$ cat config.mk
export PLATFORM = sky130hd
export DESIGN_NAME = delimiter_tokenizer
export DESIGN_NICKNAME = d
export VERILOG_FILES = /design/src/hw/rtl/dtok_pkg.sv /design/src/hw/rtl/dtok_match.sv /design/src/hw/rtl/dtok_core.sv /design/src/hw/rtl/dtok_out.sv /design/src/hw/rtl/delimiter_tokenizer.sv
export SDC_FILE = /design/constraint.sdc
export NUM_CORES = 1
export LEC_CHECK = 0
export BUFFER_PORTS_ARGS = -buffer_cell sky130_fd_sc_hd__clkbuf_2
export CAP_MARGIN = 5
export CORE_UTILIZATION = 45
export CTS_BUF_LIST = sky130_fd_sc_hd__clkbuf_8
export DETAILED_ROUTE_END_ITERATION = 10
export PLACE_DENSITY = 0.67
export SYNTH_ARGS = -nofsm -noshare
export SYNTH_HDL_FRONTEND = slang
export SYNTH_SLANG_ARGS = --single-unit
$ cat constraint.sdc
create_clock -name clk -period 3.6 [get_ports clk]
set_clock_uncertainty 0.2 [all_clocks]
set_input_delay 0.9 -clock clk [delete_from_list [all_inputs] [get_ports clk]]
set_output_delay 0.9 -clock clk [all_outputs]
set_load 0.05 [all_outputs]
$ cat src/hw/rtl/dtok_pkg.sv
// Shared types and constants for the delimiter tokenizer.
package dtok_pkg;

	// tokenizer phase codes
	localparam logic [1:0] PH_BEGIN = 2'd0;
	localparam logic [1:0] PH_TOKEN = 2'd1;
	localparam logic [1:0] PH_DELIM = 2'd2;

	// result kinds
	localparam logic [1:0] KIND_TOKEN = 2'd0;
	localparam logic [1:0] KIND_EMPTY = 2'd1;
	localparam logic [1:0] KIND_SUM   = 2'd2;

	// register indexes
	localparam logic [1:0] REG_DELIM_CHARS = 2'd0;
	localparam logic [1:0] REG_DELIM_COUNT = 2'd1;
	localparam logic [1:0] REG_KEEP_EMPTY  = 2'd2;
	localparam logic [1:0] REG_MAX_TOKENS  = 2'd3;

	// register reset values: ',' ';' ' '
	localparam logic [63:0] RST_DELIM_CHARS = 64'h0000_0000_0020_3B2C;
	localparam logic [3:0]  RST_DELIM_COUNT = 4'd3;
	localparam logic        RST_KEEP_EMPTY  = 1'b0;
	localparam logic [6:0]  RST_MAX_TOKENS  = 7'd64;

	typedef struct packed {
		logic [63:0] delim_chars;
		logic [3:0]  delim_count;
		logic        keep_empty;
		logic [6:0]  max_tokens;
	} cfg_t;

	typedef struct packed {
		logic [1:0]  kind;
		logic [5:0]  index;
		logic [15:0] start;
		logic [15:0] length;
		logic [6:0]  total;
		logic        last;
	} res_t;

	// up to two results per byte; n1 only with n0
	typedef struct packed {
		logic n0;
		logic n1;
		res_t r0;
		res_t r1;
	} res_pair_t;

endpackage

$ cat src/hw/rtl/dtok_match.sv
// Parallel compare of one byte against the configured delimiter bytes.
module dtok_match import dtok_pkg::*; #(
	parameter int MAX_DELIMS = 8
) (
	input  logic [63:0] delim_chars,
	input  logic [3:0]  delim_count,
	input  logic [7:0]  char_byte,
	output logic        hit
);

	localparam logic [3:0] DELIM_CAP = 4'(MAX_DELIMS);

	logic [3:0] n_use;

	always_comb begin
		n_use = (delim_count > DELIM_CAP) ? DELIM_CAP : delim_count;
		hit   = 1'b0;
		for (int j = 0; j < MAX_DELIMS; j++) begin
			if ((4'(j) < n_use) && (delim_chars[8*j +: 8] == char_byte))
				hit = 1'b1;
		end
	end

endmodule

$ cat src/hw/rtl/dtok_core.sv
// Tokenizer state and per-byte result generation.
module dtok_core import dtok_pkg::*; #(
	parameter int MAX_TOKENS  = 64,
	parameter int MAX_DELIMS  = 8,
	parameter int OFFSET_BITS = 16
) (
	input  logic       clk,
	input  logic       arst_n,
	input  cfg_t       cfg,
	input  logic       fire,
	input  logic [7:0] char_byte,
	input  logic       eom,
	output res_pair_t  res
);

	localparam logic [OFFSET_BITS-1:0] OFFS_MAX = '1;
	localparam logic [OFFSET_BITS-1:0] OFFS_ONE = OFFSET_BITS'(1);
	localparam logic [8:0]             TOK_CAP  = 9'(MAX_TOKENS);

	logic [1:0]             phase_q,  phase_d;
	logic [OFFSET_BITS-1:0] offs_q,   offs_d;
	logic [OFFSET_BITS-1:0] start_q,  start_d;
	logic [OFFSET_BITS-1:0] len_q,    len_d;
	logic [6:0]             count_q,  count_d;
	logic                   limit_q,  limit_d;

	logic       hit;
	logic [6:0] lim;
	logic       at_lim;
	logic       av, bv;
	res_t       ra, rb, rc;

	dtok_match #(.MAX_DELIMS(MAX_DELIMS)) u_match (
		.delim_chars (cfg.delim_chars),
		.delim_count (cfg.delim_count),
		.char_byte   (char_byte),
		.hit         (hit)
	);

	always_comb begin
		lim    = ({2'b00, cfg.max_tokens} > TOK_CAP) ? TOK_CAP[6:0] : cfg.max_tokens;
		at_lim = (count_q >= lim);

		phase_d = phase_q;
		start_d = start_q;
		len_d   = len_q;
		count_d = count_q;
		limit_d = limit_q;

		av = 1'b0;
		ra = '0;

		if (!limit_q) begin
			if (hit) begin
				if (phase_q == PH_TOKEN) begin
					av        = 1'b1;
					ra.kind   = KIND_TOKEN;
					ra.index  = 6'(count_q - 7'd1);
					ra.start  = 16'(start_q);
					ra.length = 16'(len_q);
				end else if ((phase_q == PH_DELIM) && cfg.keep_empty) begin
					if (at_lim) begin
						limit_d = 1'b1;
					end else begin
						av       = 1'b1;
						ra.kind  = KIND_EMPTY;
						ra.index = 6'(count_q);
						count_d  = count_q + 7'd1;
					end
				end
				phase_d = PH_DELIM;
			end else if (phase_q == PH_TOKEN) begin
				if (len_q != OFFS_MAX)
					len_d = len_q + OFFS_ONE;
			end else if (at_lim) begin
				limit_d = 1'b1;
			end else begin
				start_d = offs_q;
				len_d   = OFFS_ONE;
				count_d = count_q + 7'd1;
				phase_d = PH_TOKEN;
			end
		end

		offs_d = (offs_q != OFFS_MAX) ? offs_q + OFFS_ONE : offs_q;

		// token still open at the last byte
		bv        = eom && (phase_d == PH_TOKEN) && !limit_d;
		rb        = '0;
		rb.kind   = KIND_TOKEN;
		rb.index  = 6'(count_d - 7'd1);
		rb.start  = 16'(start_d);
		rb.length = 16'(len_d);

		rc       = '0;
		rc.kind  = KIND_SUM;
		rc.total = count_d;
		rc.last  = 1'b1;

		// a closing delimiter and an open token at end cannot both occur
		res.n0 = av || bv || eom;
		res.n1 = (av || bv) && eom;
		res.r0 = av ? ra : (bv ? rb : rc);
		res.r0.last = !res.n1;
		res.r1 = rc;

		if (eom) begin
			phase_d = PH_BEGIN;
			offs_d  = '0;
			start_d = '0;
			len_d   = '0;
			count_d = '0;
			limit_d = 1'b0;
		end
	end

	always_ff @(posedge clk or negedge arst_n) begin
		if (!arst_n) begin
			phase_q <= PH_BEGIN;
			offs_q  <= '0;
			start_q <= '0;
			len_q   <= '0;
			count_q <= '0;
			limit_q <= 1'b0;
		end else if (fire) begin
			phase_q <= phase_d;
			offs_q  <= offs_d;
			start_q <= start_d;
			len_q   <= len_d;
			count_q <= count_d;
			limit_q <= limit_d;
		end
	end

endmodule

$ cat src/hw/rtl/dtok_out.sv
// Result register with one pending slot for the second result of a byte.
module dtok_out import dtok_pkg::*; (
	input  logic      clk,
	input  logic      arst_n,
	input  logic      fire,
	input  res_pair_t res,
	input  logic      m_tready,
	output logic      free,
	output logic      out_valid,
	output res_t      out_res
);

	logic out_valid_q;
	logic pend_valid_q;
	res_t out_q;
	res_t pend_q;

	assign free      = !pend_valid_q && (!out_valid_q || m_tready);
	assign out_valid = out_valid_q;
	assign out_res   = out_q;

	always_ff @(posedge clk or negedge arst_n) begin
		if (!arst_n) begin
			out_valid_q  <= 1'b0;
			pend_valid_q <= 1'b0;
		end else if (fire) begin
			out_valid_q  <= res.n0;
			pend_valid_q <= res.n1;
		end else if (out_valid_q && m_tready) begin
			out_valid_q  <= pend_valid_q;
			pend_valid_q <= 1'b0;
		end
	end

	always_ff @(posedge clk) begin
		if (fire) begin
			out_q  <= res.r0;
			pend_q <= res.r1;
		end else if (out_valid_q && m_tready) begin
			out_q <= pend_q;
		end
	end

endmodule

$ cat src/hw/rtl/delimiter_tokenizer.sv
// Top level of the delimiter tokenizer: input register, config registers, core, output.
//
//  channel  dir  handshake          payload
//  s_*      in   s_tvalid/s_tready  s_tdata[7:0] char_byte, s_tlast end_of_message
//  m_*      out  m_tvalid/m_tready  m_tdata index/start/length/total, m_tuser kind,
//                                   m_tlast final_res
//  cfg_*    in   cfg_we             cfg_index register, cfg_data value
//
// One byte per cycle while the output has room: a byte waits in the input register, is
// classified by the parallel delimiter compare and the state update, and its first
// result lands in the output register. A byte giving two results (token close plus
// summary) fills the pending slot and holds the next byte back while it drains.
// Reset clears the tokenizer state, the valid flags and loads the default config.
// A stalled sink backs up through the output register into the input register.
module delimiter_tokenizer import dtok_pkg::*; #(
	parameter int MAX_TOKENS  = 64,
	parameter int MAX_DELIMS  = 8,
	parameter int OFFSET_BITS = 16
) (
	input  logic        clk,
	input  logic        arst_n,
	input  logic        s_tvalid,
	output logic        s_tready,
	input  logic [7:0]  s_tdata,   // [7:0] char_byte
	input  logic        s_tlast,   // end_of_message
	output logic        m_tvalid,
	input  logic        m_tready,
	output logic [47:0] m_tdata,   // [5:0] token_index, [21:6] token_start,
	                               // [37:22] token_length, [44:38] token_total, rest 0
	output logic [1:0]  m_tuser,   // [1:0] kind
	output logic        m_tlast,   // final_res
	input  logic        cfg_we,
	input  logic [1:0]  cfg_index,
	input  logic [63:0] cfg_data
);

	cfg_t       cfg_q;
	logic       valid_s1;
	logic [7:0] byte_s1;
	logic       eom_s1;
	logic       out_free;
	logic       fire;
	res_pair_t  res;
	logic       out_valid;
	res_t       out_res;

	// config registers; the user must write them only while idle (the block does not check)
	always_ff @(posedge clk or negedge arst_n) begin
		if (!arst_n) begin
			cfg_q.delim_chars <= RST_DELIM_CHARS;
			cfg_q.delim_count <= RST_DELIM_COUNT;
			cfg_q.keep_empty  <= RST_KEEP_EMPTY;
			cfg_q.max_tokens  <= RST_MAX_TOKENS;
		end else if (cfg_we) begin
			unique case (cfg_index)
				REG_DELIM_CHARS: cfg_q.delim_chars <= cfg_data;
				REG_DELIM_COUNT: cfg_q.delim_count <= cfg_data[3:0];
				REG_KEEP_EMPTY:  cfg_q.keep_empty  <= cfg_data[0];
				REG_MAX_TOKENS:  cfg_q.max_tokens  <= cfg_data[6:0];
				default: ;
			endcase
		end
	end

	// input register; byte moves on when the output side has room
	assign fire     = valid_s1 && out_free;
	assign s_tready = !valid_s1 || fire;

	always_ff @(posedge clk or negedge arst_n) begin
		if (!arst_n) begin
			valid_s1 <= 1'b0;
		end else if (s_tvalid && s_tready) begin
			valid_s1 <= 1'b1;
		end else if (fire) begin
			valid_s1 <= 1'b0;
		end
	end

	always_ff @(posedge clk) begin
		if (s_tvalid && s_tready) begin
			byte_s1 <= s_tdata;
			eom_s1  <= s_tlast;
		end
	end

	dtok_core #(
		.MAX_TOKENS  (MAX_TOKENS),
		.MAX_DELIMS  (MAX_DELIMS),
		.OFFSET_BITS (OFFSET_BITS)
	) u_core (
		.clk       (clk),
		.arst_n    (arst_n),
		.cfg       (cfg_q),
		.fire      (fire),
		.char_byte (byte_s1),
		.eom       (eom_s1),
		.res       (res)
	);

	dtok_out u_out (
		.clk       (clk),
		.arst_n    (arst_n),
		.fire      (fire),
		.res       (res),
		.m_tready  (m_tready),
		.free      (out_free),
		.out_valid (out_valid),
		.out_res   (out_res)
	);

	assign m_tvalid = out_valid;
	assign m_tdata  = {3'b000, out_res.total, out_res.length, out_res.start, out_res.index};
	assign m_tuser  = out_res.kind;
	assign m_tlast  = out_res.last;

`ifndef SYNTH
	// a held byte stays put until the core takes it
	a_s1_hold: assert property (@(posedge clk) disable iff (!arst_n)
		valid_s1 && !fire |=> valid_s1 && $stable(byte_s1) && $stable(eom_s1))
		else $error("input register lost or changed a waiting byte");

	// the summary is always the last result of its byte
	a_sum_last: assert property (@(posedge clk) disable iff (!arst_n)
		m_tvalid && (m_tuser == KIND_SUM) |-> m_tlast)
		else $error("summary result not marked last");

	// while a first result of two is shown, its second blocks the next byte
	a_pair_block: assert property (@(posedge clk) disable iff (!arst_n)
		m_tvalid && !m_tlast |-> !fire)
		else $error("new byte processed while a result pair is unfinished");
`endif

endmodule

======== After elaboration in Yosys (flattened, before gate mapping) ========
Index checks and enable logic that the tools add are counted.
word-level totals
  output and inout port bits .............. 53
  logic and storage cells ................. 151
  register bits ........................... 201
  input port bits ......................... 80
operators by class
  $add $sub $neg .......................... 5
  equality and inequality tests ........... 16
  multiplexer cells ....................... 63
  reduce and logical (&&, ||, !) cells .... 34
  magnitude comparators ................... 11
operators by type and width
  cell                   count
  $mux 16                13
  $mux 48                4
  $mux 40                2
  $eq 8x8->1             8
  $mux 7                 9
  $add 16x1->16 const B  2
  $mux 32                1
  $ne 16x16->1 const B   2
  $mux 1                 26
  $logic_and 1x1->1      16
  $lt 3x4->1 const A     4
  $mux 8                 2
  $sub 6x1->6 const B    2
  $mux 2                 5
  $reduce_and 2->1       5
  $lt 1x4->1 const A     2
  $lt 2x4->1 const A     2
  $add 7x1->7 const B    1
  $ge 7x7->1             1
  $gt 7x7->1 const B     1
  $eq 2x1->1 const B     3
  $eq 2x2->1 const B     3
  $reduce_bool 2->1      3
  $logic_not 1->1        5
  4 further kinds        7

======== Logic depth before layout (Yosys ltp) ========
Gate-level depths: netlist of the first run.
  depth in word-level cells ............... 21
  mapped depth ............................ 15
  depth with buffers taken out ............ 15

======== By module ========
Synthesis of the first run repeated with hierarchy kept, for this count alone.
unflattened totals
  cells, all modules ...................... 1,008
  area total of the unflattened synthesis .. 12,801.0 sq um
modules (own cells, without submodules)
  module               cells an instance  times used  seq. area each (sq um)  area an instance (sq um)
  dtok_core            559                1           1,451.4                 4,657.0
  dtok_out             162                1           2,932.8                 3,804.9
  delimiter_tokenizer  181                1           2,212.1                 3,508.4
  dtok_match           106                1           0.0                     830.8

======== Least setup slack after synthesis of the first run ========
No wires, ideal clock.
  path type ............................... in2reg
  start ................................... input port m_tready
  end ..................................... register u_out.out_q (netlist bit u_out.out_res[0]) (enable)
  library setup time ...................... 584 ps
  data arrival time ....................... 2,961 ps
  buffers on the path ..................... 3
  required time ........................... 2,816 ps
  stages .................................. 5
  setup slack ............................. -145 ps
  path through ............................ o21ai_1 clkbuf_1 buf_1 clkbuf_1 nand2_1
on the way
  word-level cells in the longest chain between the ends .. 4
  elaborated cells between the ends (all ways) .. 5
  those cells by class .................... 5 x reduce/logical
RTL lines
  item                                    line                       text
  from (decl)                             delimiter_tokenizer.sv:27  input logic m_tready,
  $logic_or 1x1->1                        dtok_out.sv:18             assign free = !pend_valid_q && (!out_valid_q || m_tready);
  $logic_and 1x1->1                       dtok_out.sv:18
  $logic_and 1x1->1                       delimiter_tokenizer.sv:66  assign fire = valid_s1 && out_free;
  $reduce_bool 2->1 (no source line) (*)  --
  to (signal assigned)                    dtok_out.sv:37             out_q <= res.r0;
  to (signal assigned)                    dtok_out.sv:40             out_q <= pend_q;
  to (decl)                               dtok_out.sv:15             res_t out_q;
Mark *: on every way between the ends. The rest lies on a longest branch, timed or not.
A chain may end at the register's enable or synchronous reset.

==> results.rst, run 1 <==
.. list-table::
   :header-rows: 1

   * - Metric
     - Value
   * - Status
     - finished, violations left
   * - Violations in the final reports
     - DRC
   * - Detailed Routing Iterations Pass 1
     - 8
   * - Number of global-route vias before repair
     - 7,405
   * - Cts hold-fix bufs
     - 0
   * - Core area
     - 0.0220 mm2
   * - Share of the yosys chip area belonging to registers
     - 52.9%
   * - Placed standard-cell area
     - 0.0113 mm2
   * - Final critical-path required period
     - 3.52 ns
   * - Die width
     - 152 um
   * - Worst setup path endpoint
     - u_out.out_res[45]
   * - Fraction of layout instances using a drive strength above 1
     - 33.4%
   * - Share of flip-flops with an asynchronous set or reset after synthesis
     - 68.2%
   * - Launching element of the worst setup path
     - cfg_q[6]
   * - Switching power of the nets
     - 3.72 mW
   * - Worst slew margin
     - 58.8%
   * - Total via count after detailed routing
     - 7,629
   * - Final Hold Slack
     - 0.119 ns
   * - Die Y-Extent
     - 152 um
   * - Instance count of the mapped netlist
     - 920
   * - Post-synth top flop
     - dfrtp_1
   * - Part of the total power dissipated in the clock network
     - 22.0%
   * - Number of placed I/O pins
     - 133
   * - Tot GR Track Use
     - 20.8%
   * - Reg2Reg Launch Point
     - cfg_q[6]
   * - Setup slack of the most critical reg-to-reg path
     - 0.08 ns
   * - Antenna Cells
     - 0
   * - Non-filler cells in the finished layout
     - 1,402
   * - Maximum fanout along the worst path
     - 5
   * - Post-synthesis instance area
     - 0.0101 mm2
   * - Number of cells on the worst reg-to-reg path
     - 15
   * - Initial standard-cell utilization of the core
     - 46.2%
   * - Final setup margin
     - 0.0837 ns
   * - Most used cells in the layout excluding fill and tap cells
     - clkbuf_2 (128), dfrtp_1 (125), nand2_1 (84), mux2_2 (76), nor2_1 (66)
   * - Number of library cell types mapped by synthesis
     - 69
   * - Pre-CTS WS
     - -0.116 ns
   * - Clock slew seen by the registers of the worst setup and hold paths
     - 0.06 ns
   * - Flip-flop and latch count after synthesis
     - 201
   * - Switching share of total power
     - 41.0%
   * - I/O Buffers
     - 129
   * - Maximum clock frequency
     - 284 MHz
   * - Min-Delay Path Class
     - input pin to asynchronous set/reset pin
   * - Detail-routed net length per standard cell
     - 16.8 um
   * - Setup violations, final
     - 0
   * - Worst R2R End
     - u_out.out_res[45]
   * - Synthesized area divided by synthesized cell count
     - 11.0 um2
   * - Signed area change from the synthesized netlist to the final layout
     - 21.4%
   * - Peak supply drop
     - 0.331 mV
   * - Final net count
     - 1,188
   * - Pin count of the biggest net entering global routing
     - 105
   * - Power density over the cells
     - 736 mW/mm2
   * - Layout Utilization
     - 56.1%
   * - Number of design-rule violations left by the first detailed-router iteration
     - 566
   * - Number of warnings reported in the yosys synthesis log
     - 0
   * - Share of total power in combinational logic
     - 41.4%
   * - H-tree depth
     - 2
   * - CTS max path bufs
     - 3
   * - Most area-hungry cell type in the Yosys netlist
     - dfrtp_1
   * - Via/cell ratio
     - 5.44
   * - Total wire length after detailed routing
     - 23.6 mm
   * - Cell Rows
     - 54
   * - Top cell type's share of synthesized area
     - 30.9%
   * - EDFF count, synth
     - 64
   * - Number of routed nets with antenna violations
     - 0
   * - Classification of the worst setup path
     - flop to flop
   * - Placed cells
     - 1,323
   * - Area of the die
     - 0.0231 mm2
   * - Total non-filler cell area in the finished layout
     - 0.0123 mm2
   * - Total Power Consumption
     - 9.07 mW
   * - Cts bufs inserted
     - 36
   * - Startpoint kind of the worst setup timing path
     - flop
   * - Slew @ Worst Pin
     - 0.617 ns
   * - Total congestion overflow
     - 0
   * - Global-route wire length before repair
     - 38.9 mm
   * - DRC violation count after routing
     - 20
   * - CTS tree
     - done
   * - Final Max Tran Viols
     - 0
   * - Area contributors post-synth
     - dfrtp_1 (31%), edfxtp_1 (19%), mux2_2 (8.4%)
   * - Max capacitance violation total
     - 0
   * - Number of sinks driven by the clock tree
     - 201
   * - Static leakage
     - 5.16 nW
   * - Final-report hold violation count
     - 0
   * - Critical Path Sink Type
     - flop
   * - Most common cell after layout, fill and taps aside
     - clkbuf_2
   * - Clock network latency to the later pin of the worst-skew pair
     - 0.52 ns
   * - Number of antenna violations at the first check in global routing
     - 0
   * - Final HPWL from detailed placement
     - 16.0 mm
   * - Portion of total power attributed to sequential cells
     - 36.6%
   * - Unrepaired setup endpoints after global routing
     - true
   * - Arrival time at the worst endpoint
     - 3.57 ns
   * - Buffer type at the clock tree root
     - clkbuf_8
   * - Cell-internal power
     - 5.35 mW
   * - Routability cong.
     - 0.850
   * - Setup TNS
     - 0 ns
   * - Data required time of the worst path
     - 3.65 ns
   * - Fin crit share
     - 97.7%
## power groups by stage
| stage | Combinational (mW) | Clock (mW) | Sequential, mW |
|---|---|---|---|
| global route | 4.02 | 2.16 | 3.39 |
| global placement | 3.54 | 0 | 3.35 |
| CTS | 3.65 | 2.06 | 3.31 |
| detailed placement | 3.59 | 0 | 3.36 |
| finish | 3.76 | 1.99 | 3.32 |
| floorplan | 1.77 | 0 | 4.08 |
## sequential cells by signal, summed over array words and instances, names as in the netlist
signal / flops
byte_s1: 8
cfg_q: 76
eom_s1: 1
u_core.count_q: 7
u_core.len_q: 16
u_core.limit_q: 1
u_core.offs_q: 16
u_core.phase_q: 2
u_core.start_q: 16
u_out.out_res: 48
u_out.out_valid: 1
u_out.pend_q: 7
u_out.pend_valid_q: 1
valid_s1: 1
## layout make-up
| cell class | count | area [um2] |
|---|---|---|
| multi-input combinational | 639 | 4610 |
| clock inverter | 24 | 120 |
| clock buffer | 40 | 551 |
| sequential | 201 | 5370 |
| timing repair buffer | 194 | 1230 |
| tap | 280 | 350 |
| fill | 1882 | 9650 |
| inverter | 24 | 90.1 |
## logic make-up after synthesis
logic type	count (synthesis)	share of synthesized area (%)
other	1	0.0370
XOR/XNOR	84	7.40
multiplexers	77	8.54
AND/OR/NAND/NOR	283	13.8
buffers and inverters	82	3.68
adder cells (fa/ha/maj)	12	1.48
flip-flops	201	52.9
AO/OA/AOI/OAI	180	12.2
## routing by layer
layer  GRT usage, %  share of wire [%]  up-vias
met1           29.1                 46     3633
met5              0                  0        -
met4           6.32                1.8        0
li1               -                  -     3700
met3           5.22                6.6       38
met2           31.8                 45      258
## cells in the mapped netlist, drive strengths merged, types with 2 or more instances
master and instances:
a22oi 36, nor4 9, and4 5, nor2 68, or2 4, o21ai 55
nor2b 5, and2 5, a32oi 4, dfrtp 125, nand4 25, nor3 23
inv 24, nand2 87, edfxtp 64, a211o 4, a21oi 19, a21o 3
a211oi 2, clkbuf 40, xnor2 66, mux2 76, o211a 3, nand3 18
or3 11, nand2b 4, a31oi 18, nand3b 3, xor2 18, buf 18
or4 2, ha 12, o22ai 6, a32o 2, o31ai 10, a22o 5
dfstp 12, and3 12, a311oi 5
## critical path, cell delays in order, from the launching register on
cell and delay (ns):
dfstp_2 0.54, nor2b_1 0.05, ha_1 0.26, nand2b_1 0.14
a211o_1 0.29, a211o_1 0.30, inv_2 0.10, nand2_4 0.08
nor3_4 0.28, buf_4 0.17, nor4_2 0.04, a21oi_4 0.14
inv_2 0.07, nor3_4 0.28, and4_1 0.25, o41ai_2 0.07
## how the worst min path moves through the flow
stage,end,slack [ns],cells past startpoint
finish,cfg_q[66],0.12,1
global route,cfg_q[66],0.13,1
CTS,cfg_q[66],0.11,1
detailed placement,cfg_q[0],0.29,1
global placement,cfg_q[0],0.28,1
floorplan,cfg_q[0],0.27,1
## timing repair
action | CTS | global route
buffers inserted | 7 | 8
setup endpoints to repair | 5 | 53
resized for setup | 6 | 27
pin swaps | 4 | 17
Note: power is estimated with default switching activity, not from simulation.
==> inputs of run 2 (changes only) <==
--- a/config.mk
+++ b/config.mk
@@ -11,6 +11,7 @@
 export CTS_BUF_LIST = sky130_fd_sc_hd__clkbuf_8
 export DETAILED_ROUTE_END_ITERATION = 10
 export PLACE_DENSITY = 0.67
+export RECOVER_POWER = 50
 export SYNTH_ARGS = -nofsm -noshare
 export SYNTH_HDL_FRONTEND = slang
 export SYNTH_SLANG_ARGS = --single-unit
==> run 2 against run 1 <==
Against the previous run: the flow finishes with violations (DRC, capacitance limit, slew limit); register-to-register slack about the same; worst setup slack better by 0.0085 ns; maximum frequency up 0.24%; cell count unchanged; combinational power about the same; via count about the same; routed wire length about the same; power about the same; first-iteration DRC count down 1.6%; global-route usage unchanged; count of clock-buffer cells in the layout unchanged; sequential share of layout area up 0.12 points; critical path type unchanged; largest cell class unchanged.
==> results.rst, run 2 (synthesized netlist as in run 1, its figures left out) <==
.. list-table::
   :header-rows: 1

   * - Metric
     - Value
   * - Total wire length after detailed routing
     - 23.6 mm
   * - Largest reg by FF count
     - cfg_q
   * - Hold endpoint
     - cfg_q[0]
   * - Total via count after detailed routing
     - 7,630
   * - Detailed Routing Iterations Pass 1
     - 8
   * - Global-route wire length before repair
     - 38.9 mm
   * - Critical Path Sink Type
     - flop
   * - Violations in the final reports
     - DRC, capacitance limit, slew limit
   * - Unrepaired setup endpoints after global routing
     - true
   * - Area of the die
     - 0.0231 mm2
   * - Fraction of layout instances using a drive strength above 1
     - 33.0%
   * - Via/cell ratio
     - 5.44
   * - Cell Rows
     - 54
   * - Slew @ Worst Pin
     - 2.76 ns
   * - Maximum fanout along the worst path
     - 5
   * - Setup TNS
     - 0 ns
   * - Final Hold Slack
     - 0.299 ns
   * - Number of sinks driven by the clock tree
     - 201
   * - Final-report hold violation count
     - 0
   * - Number of placed I/O pins
     - 133
   * - Data required time of the worst path
     - 3.65 ns
   * - Classification of the worst setup path
     - flop to flop
   * - Number of design-rule violations left by the first detailed-router iteration
     - 557
   * - Total non-filler cell area in the finished layout
     - 0.0123 mm2
   * - Max capacitance violation total
     - 2
   * - CTS max path bufs
     - 3
   * - Worst R2R End
     - u_out.out_res[45]
   * - Maximum clock frequency
     - 285 MHz
   * - Most used cells in the layout excluding fill and tap cells
     - clkbuf_2 (127), dfrtp_1 (125), nand2_1 (84), mux2_2 (76), nor2_1 (66)
   * - Layout Utilization
     - 55.9%
   * - Non-filler cells in the finished layout
     - 1,402
   * - Max FFs per register
     - 76
   * - Number of antenna violations at the first check in global routing
     - 0
   * - Clock slew seen by the registers of the worst setup and hold paths
     - 0.06 ns
   * - Number of routed nets with antenna violations
     - 0
   * - Detail-routed net length per standard cell
     - 16.9 um
   * - I/O Buffers
     - 129
   * - Reg2Reg Launch Point
     - cfg_q[6]
   * - Final HPWL from detailed placement
     - 16.0 mm
   * - CTS tree
     - done
   * - Peak supply drop
     - 0.331 mV
   * - Most common cell after layout, fill and taps aside
     - clkbuf_2
   * - Core area
     - 0.0220 mm2
   * - Final Max Tran Viols
     - 114
   * - Final critical-path required period
     - 3.51 ns
   * - Placed standard-cell area
     - 0.0113 mm2
   * - Setup violations, final
     - 0
   * - Worst Hold Depth
     - 1
   * - Worst slew margin
     - -83.8%
   * - Status
     - finished, violations left
   * - Min-Delay Startpoint
     - cfg_q[0]
   * - Tot GR Track Use
     - 20.8%
   * - Die Y-Extent
     - 152 um
   * - Placed cells
     - 1,323
   * - Fin crit share
     - 97.4%
   * - Min-Delay Path Class
     - flop to flop
   * - Startpoint kind of the worst setup timing path
     - flop
   * - Cts bufs inserted
     - 36
   * - Static leakage
     - 5.14 nW
   * - Die width
     - 152 um
   * - Number of cells on the worst reg-to-reg path
     - 15
   * - Arrival time at the worst endpoint
     - 3.56 ns
   * - Power density over the cells
     - 739 mW/mm2
   * - H-tree depth
     - 2
   * - Total congestion overflow
     - 0
   * - Routability cong.
     - 0.850
   * - Number of global-route vias before repair
     - 7,405
   * - Clock network latency to the later pin of the worst-skew pair
     - 0.52 ns
   * - Buffer type at the clock tree root
     - clkbuf_8
   * - Initial standard-cell utilization of the core
     - 46.2%
   * - Pin count of the biggest net entering global routing
     - 105
   * - Setup slack of the most critical reg-to-reg path
     - 0.09 ns
   * - Signed area change from the synthesized netlist to the final layout
     - 21.1%
   * - Antenna Cells
     - 0
   * - Final net count
     - 1,188
   * - DRC violation count after routing
     - 20
## run 2: changes by cell type in the layout (fill, tap and decap cells not counted), sizes merged
cell / previous run / this run
buf: 66 / 63
clkbuf: 168 / 171
## run 2: layout make-up
| class | count | area (um2) |
|---|---|---|
| Timing Repair Buffer | 194 | 1200 |
| Tap cell | 280 | 350 |
| Clock buffer | 40 | 551 |
| Sequential cell | 201 | 5370 |
| Fill cell | 1888 | 9680 |
| Clock inverter | 24 | 120 |
| Multi-Input combinational cell | 639 | 4610 |
| Inverter | 24 | 90.1 |
## run 2: report_power, final
part | switching, mW | internal (mW)
clock | 0.908 | 1.09
sequential | 0.320 | 3.00
combinational | 2.50 | 1.26
total | 3.72 | 5.34
## run 2: critical path, stage by stage, from the launching register on
cell	delay, ns
dfstp_2	0.54
nor2b_1	0.05
ha_1	0.26
nand2b_1	0.14
a211o_1	0.29
a211o_1	0.30
inv_2	0.10
nand2_4	0.08
nor3_4	0.28
buf_4	0.17
nor4_2	0.04
a21oi_4	0.14
inv_2	0.07
nor3_4	0.27
and4_1	0.25
o41ai_2	0.07
## run 2: stage by stage
step           setup WS, ns  power [mW]
2_1_floorplan         0.117        5.84
3_3_place_gp        -0.0414        6.89
3_5_place_dp         -0.116        6.94
4_1_cts             0.00170        9.03
5_1_grt             -0.0523        9.57
6_report             0.0922        9.07
## run 2: routing by layer
metal,global-route usage (%),up-vias,share of wire [%]
met5,0,-,0
met4,6.32,0,1.8
met3,5.22,40,6.7
met2,31.8,251,45
met1,29.1,3643,46
li1,-,3696,-
## run 2: worst max path at each step
stage	from	endpoint	slack, ns	cells after the start
3_5_place_dp	byte_s1[2]	u_out.out_res[45]	-0.12	13
6_report	cfg_q[6]	u_out.out_res[45]	0.09	15
5_1_grt	byte_s1[3]	u_out.out_res[45]	-0.05	12
4_1_cts	cfg_q[6]	u_out.out_res[45]	0.002	14
2_1_floorplan	cfg_q[6]	u_out.out_res[45]	0.12	14
3_3_place_gp	byte_s1[2]	u_out.out_res[45]	-0.04	13
## run 2: what timing repair did
action	4_1_cts	5_1_grt
pin swaps	4	17
resized for setup	6	27
endpoints found under the hold margin	0	0
hold buffers	0	0
setup endpoints to repair	5	53
setup buffers	7	8
